===== src/rtl/mvsm_pkg.sv =====
// ----------------------------------------------------------------------------
// mvsm_pkg
// Shared constants, codes and payload types of the multi-voice sample mixer.
// ----------------------------------------------------------------------------
package mvsm_pkg;

	// Sizing
	localparam int FRAG_SIZE   = 512;
	localparam int MAX_VOICES  = 16;
	localparam int SOUND_COUNT = 8;
	localparam int MAX_FRAGS   = 32;

	localparam int SND_W  = 3;                        // sound_id field width
	localparam int LEN_W  = 6;                        // length register width
	localparam int POS_W  = 6;                        // voice position width
	localparam int OFF_W  = $clog2(FRAG_SIZE);        // sample within fragment
	localparam int FRAG_W = $clog2(MAX_FRAGS);        // fragment within sound
	localparam int ADDR_W = SND_W + FRAG_W + OFF_W;   // sample memory address
	localparam int VIDX_W = $clog2(MAX_VOICES);       // voice table index
	localparam int CNT_W  = $clog2(MAX_VOICES + 1);   // voice count
	localparam int ACC_W  = 8 + VIDX_W + 1;           // signed mix accumulator
	localparam int CFG_W  = 3;                        // register index width

	// Command codes
	localparam logic CMD_LOAD = 1'b0;
	localparam logic CMD_TICK = 1'b1;

	// Request codes
	localparam logic [1:0] REQ_NONE  = 2'd0;
	localparam logic [1:0] REQ_START = 2'd1;
	localparam logic [1:0] REQ_STOP  = 2'd2;

	// Request status codes
	localparam logic [1:0] STAT_OK      = 2'd0;
	localparam logic [1:0] STAT_IGNORED = 2'd1;
	localparam logic [1:0] STAT_REFUSED = 2'd2;

	typedef struct packed {
		logic        cmd;
		logic [1:0]  request;
		logic [2:0]  sound_id;
		logic [13:0] byte_addr;
		logic [7:0]  raw_byte;
	} item_t;

	typedef struct packed {
		logic [7:0] mixed_sample;
		logic [1:0] request_status;
		logic       fragment_start;
		logic [4:0] voices_active;
	} result_t;

	// One voice table entry
	typedef struct packed {
		logic [SND_W-1:0] sound;
		logic [POS_W-1:0] pos;
	} voice_t;

	// Voice table write request
	typedef struct packed {
		logic              en;
		logic [VIDX_W-1:0] idx;
		voice_t            data;
	} vt_wr_t;

	// Saturate a length register to the sound memory size
	function automatic logic [LEN_W-1:0] eff_len(input logic [LEN_W-1:0] len);
		if (len > LEN_W'(MAX_FRAGS))
			return LEN_W'(MAX_FRAGS);
		return len;
	endfunction

endpackage


===== src/rtl/mvsm_voice_table.sv =====
// ----------------------------------------------------------------------------
// mvsm_voice_table
// Table of active voices: sound and fragment position per slot, one read
// index and one write port.
// ----------------------------------------------------------------------------
module mvsm_voice_table
	import mvsm_pkg::*;
(
	input  logic              clk,
	input  logic              arst_n,
	input  vt_wr_t            wr,
	input  logic [VIDX_W-1:0] rd_idx,
	output voice_t            rd_data
);

	voice_t voice_q [MAX_VOICES];

	// Update one slot per cycle
	always_ff @(posedge clk or negedge arst_n) begin
		if (!arst_n) begin
			for (int i = 0; i < MAX_VOICES; i++)
				voice_q[i] <= '0;
		end else if (wr.en) begin
			voice_q[wr.idx] <= wr.data;
		end
	end

	assign rd_data = voice_q[rd_idx];

endmodule


===== config.mk =====
export PLATFORM = sky130hd
export DESIGN_NAME = mvsm_voice_table
export DESIGN_NICKNAME = d
export VERILOG_FILES = /design/src/rtl/mvsm_pkg.sv /design/src/rtl/mvsm_voice_table.sv
export SDC_FILE = /design/constraint.sdc
export NUM_CORES = 1
export LEC_CHECK = 0
export BUFFER_PORTS_ARGS = -buffer_cell sky130_fd_sc_hd__buf_2
export CELL_PAD_IN_SITES_DETAIL_PLACEMENT = 2
export CELL_PAD_IN_SITES_GLOBAL_PLACEMENT = 2
export CORE_UTILIZATION = 37
export CTS_CLUSTER_SIZE = 28
export DETAILED_ROUTE_END_ITERATION = 8
export PLACE_DENSITY = 0.77
export SETUP_SLACK_MARGIN = 0.02
export SKIP_CTS_REPAIR_TIMING = 1
export SLEW_MARGIN = 20
export SYNTH_ARGS = -nofsm -noshare
export SYNTH_HDL_FRONTEND = slang
export SYNTH_SLANG_ARGS = --single-unit

===== constraint.sdc =====
create_clock -name clk -period 3.14 [get_ports clk]
set_input_delay 0.314 -clock clk [delete_from_list [all_inputs] [get_ports clk]]
set_output_delay 0.314 -clock clk [all_outputs]
set_load 0.02 [all_outputs]

Word-level counts from Yosys, hierarchy flattened
Index checks and enable logic that the tools add are counted.
{ "totals": {"out_inout_bits": 9, "in_bits": 20, "word_cells": 44, "register_bits": 144} }
{ "op_classes": {"mux": 6, "bitwise": 2, "reduce_logical": 1, "magnitude_cmp": 3} }
{ "ops": {"columns": ["cell", "n"], "rows": [
  ["bitwise mux 144 bit", 1],
  ["binary-select mux 9 bit (select 4 bit)", 1],
  ["demux 9 bit (select 4 bit)", 1],
  ["two-way mux 9 bit", 3],
  [">= comparator 5 bit (second input constant)", 2],
  ["inverter 4 -> 5 bit", 2],
  ["< comparator 5 x 1 -> 1 bit (second input constant)", 1],
  ["logical AND 1 bit", 1]
]} }

Logic depth before layout (Yosys ltp)
{ "logic_depth": {"depth_word": 6, "ltp_mapped": 5, "ltp_nobuf": 3} }

Least setup slack after synthesis
Ideal clock, no wire load.
{ "synth_timing": {"path_kind": "input to output", "from": "input port rd_idx[0]", "to": "output port rd_data[4] in the netlist's numbering", "required_time_ns": 2.826, "slack_ns": 1.193, "path_buffers": 2, "arrival_ns": 1.633, "stages": 5, "path_cell_list": "buf_4 > buf_2 > mux4_2 > a22oi_1 > nand2_1"} }
{ "synth_rtl": {"columns": ["element", "line_no", "source"], "rows": [
  ["start: declaration", "mvsm_voice_table.sv:12", "input logic [VIDX_W-1:0] rd_idx,"],
  ["end: declaration", "mvsm_voice_table.sv:13", "output voice_t rd_data"]
]} }

==> impl_metrics.ini <==
[status]
status = completed

[clocking]
clk_pin_slew_ps = 60
cts_buffer_depth = 2
clk_latency_ps = 420
clock-sinks = 144
cts_root_buf = clkbuf_16
htree_levels = 4
cts_buffers = 17
cts_tree = yes

[detailed_routing]
met2WireLength_um = 9670
drt_first_pass_iters = 6
final_antenna_net_count = 0
wl_um = 18100
avgViaCountPerCell = 5.60
dr.max_layer_used = met5
avgRoutedWirePerCell_um = 26.7
drt-initial-drc-count = 142
drt-met1-wl_um = 7650
remaining_drc_errors = 0
wl_met3_um = 541
vias = 3800

[timing]
whs_ps = 373
fin_ws_ps = 718
tightest_slew_ps = 964
slew_viol_final = 0
max_slew_margin = 0.353
rsz0062_at_grt = false
max_freq_mhz = 413
period_needed_ps = 2420
setup_violations = 0
fin_skew_ps = 0
min_period_over_period = 0.771
finalHoldViolations = 0
finalSetupTns_ps = 0

[floorplan]
rows = 48
die_y_um = 136
core-area_sq_um = 17400
start_util = 0.381
dieArea_sq_um = 18500
die_w_um = 136
boundaryPins = 29

[finish]
largest_register = voice_q
nets = 460
design_area_sq_um = 7750
largest_reg_flops = 144
syn2layout_area_growth_pct = 16.9
drive_gt1_frac = 0.587
top_regs = voice_q x144
n_antenna_cell = 0
nFillCells = 1630

[yosys]
yosys.cell_types.count = 26
muxShareOfSynthArea = 0.372
synth_area_sq_um = 6640
synthTopCellsByArea = dfrtp_1, mux2_2, mux4_2
synth_edf_count = 0
async_flop_share = 1.00
synth-simple-area-share = 0.0441
synth-compound-area-share = 0.0204
synth_top_family_by_area = multiplexers
syn_avg_cell_area_sq_um = 16.3
synth_fa_ha_area_frac = 0
yosysSeqAreaShare = 0.543
synthesis.instances = 406
synth_top_area_share = 0.543
synth_nets = 426
ys_seq_elements = 144
synth_xor_xnor_area_share = 0
ys_warn_count = 0
synth_largest_area_cell = dfrtp_1
synth_flop_cell = dfrtp_1

[worst_setup_path]
worst-path-max-fanout = 13
cp_top_family = buffers and inverters
cpMostUsedCell = buf_2
worstPathRequired_ps = 2830
critPathMaxStageDelay_ps = 530
arrival_ps = 2110
critical_path.slowest_cell = mux4_2
crit_buf_inv = 3
crit_type = in -> out
cp-end-kind = primary output
worst_setup_path_start_kind = input port
crit_chain = buf_2 -> buf_4 -> mux4_2 -> a22oi_1 -> nand2_1 -> buf_2

[global_route]
grt_first_pass_wirelength_um = 28300
grt_max_degree = 79
grt_antenna_before_repair = 1
first_global_vias = 4535
grt_overflow = 0
track_usage = 0.219

[power_and_ir_drop]
p_total_mw = 5.99
p_leak_nw = 3.32
irDropWorstVdd_uv = 395
p_per_area_nw_per_um2 = 773

[flow_run]
drv_cap = 0

[place]
io_buffers = 28
dpl_worst_slack_ps = 687
gp_congestion = 0.738
dpl-instance-area_sq_um = 7040
dp_hpwl_um = 11300

[worst_hold_path]
hold_path_class = in -> reg
## per-layer routing
| metal | GRT usage | vias up |
|---|---|---|
| met3 | 0.0526 | 21 |
| met1 | 0.270 | 2115 |
| li1 | - | 1592 |
| met4 | 0.0765 | 2 |
| met2 | 0.375 | 70 |
| met5 | 0 | - |
## final cells by class
| class | count | area, sq um | area share |
|---|---|---|---|
| multi-input cells | 236 | 2890 | 0.373 |
| repair buffers | 41 | 272 | 0.0350 |
| well taps | 225 | 282 | 0.0363 |
| clock buffers | 23 | 478 | 0.0616 |
| flip-flops and latches | 144 | 3600 | 0.465 |
| clock inverters | 9 | 226 | 0.0292 |
## synth_stat cells, types with 3 or more instances
| cell | instances |
|---|---|
| a22oi_1 | 18 |
| nand2_1 | 10 |
| buf_2 | 4 |
| nor2_2 | 6 |
| nor3_4 | 4 |
| buf_4 | 3 |
| buf_1 | 5 |
| mux2_4 | 9 |
| mux2_2 | 135 |
| clkbuf_1 | 10 |
| mux4_2 | 36 |
| dfrtp_1 | 144 |
| buf_6 | 3 |
## placed cells by master, fill, tap and decap left out
cell type / count
dfrtp_1: 144
mux2_2: 135
mux4_2: 36
buf_2: 27
a22oi_1: 18
clkbuf_16: 17
nand2_1: 10
buf_4: 10
mux2_4: 9
bufinv_16: 7
nor2_2: 6
nor3_4: 4
clkbuf_1: 3
clkbuf_8: 3
nor2b_1: 2
nand2b_4: 2
or3_1: 2
nand3b_1: 2
nand3_1: 2
nor3_2: 2
buf_12: 2
and2_1: 1
nor2_1: 1
nand2_2: 1
nor4_4: 1
nand2b_1: 1
or4_4: 1
clkinv_4: 1
clkinvlp_4: 1
dlygate4sd3_1: 1
buf_6: 1
## power by group
part,internal (mW),total [mW],switching (mW)
sequential,2.29,2.55,0.259
combinational,0.594,1.01,0.416
clock,1.64,2.43,0.798
total,4.52,5.99,1.47
## metrics by stage
step	utilization	instances
3_3_place_gp	0.404	645
4_1_cts	0.445	677
3_5_place_dp	0.404	645
5_1_grt	0.445	678
2_1_floorplan	-	406
6_report	0.445	678
## final timing paths
check                                         start                        to  slack (ps)  cells past startpoint
max in group asynchronous                    arst_n   voice_q[44]$_DFFE_PN0P_        1780                      3
setup reg to reg           voice_q[115]$_DFFE_PN0P_  voice_q[115]$_DFFE_PN0P_        2330                      1
min in group asynchronous                    arst_n   voice_q[31]$_DFFE_PN0P_         490                      2
hold reg to reg             voice_q[14]$_DFFE_PN0P_   voice_q[14]$_DFFE_PN0P_         500                      1
setup / recovery                          rd_idx[0]                rd_data[7]         720                      6
hold / removal                                wr[5]  voice_q[122]$_DFFE_PN0P_         370                      2
## kinds of logic after synthesis
| logic type | count (synthesis) |
|---|---|
| compound gates | 18 |
| buf+inv | 26 |
| flops | 144 |
| mux | 180 |
| simple gates | 38 |
(Power assumes the default switching activity.)
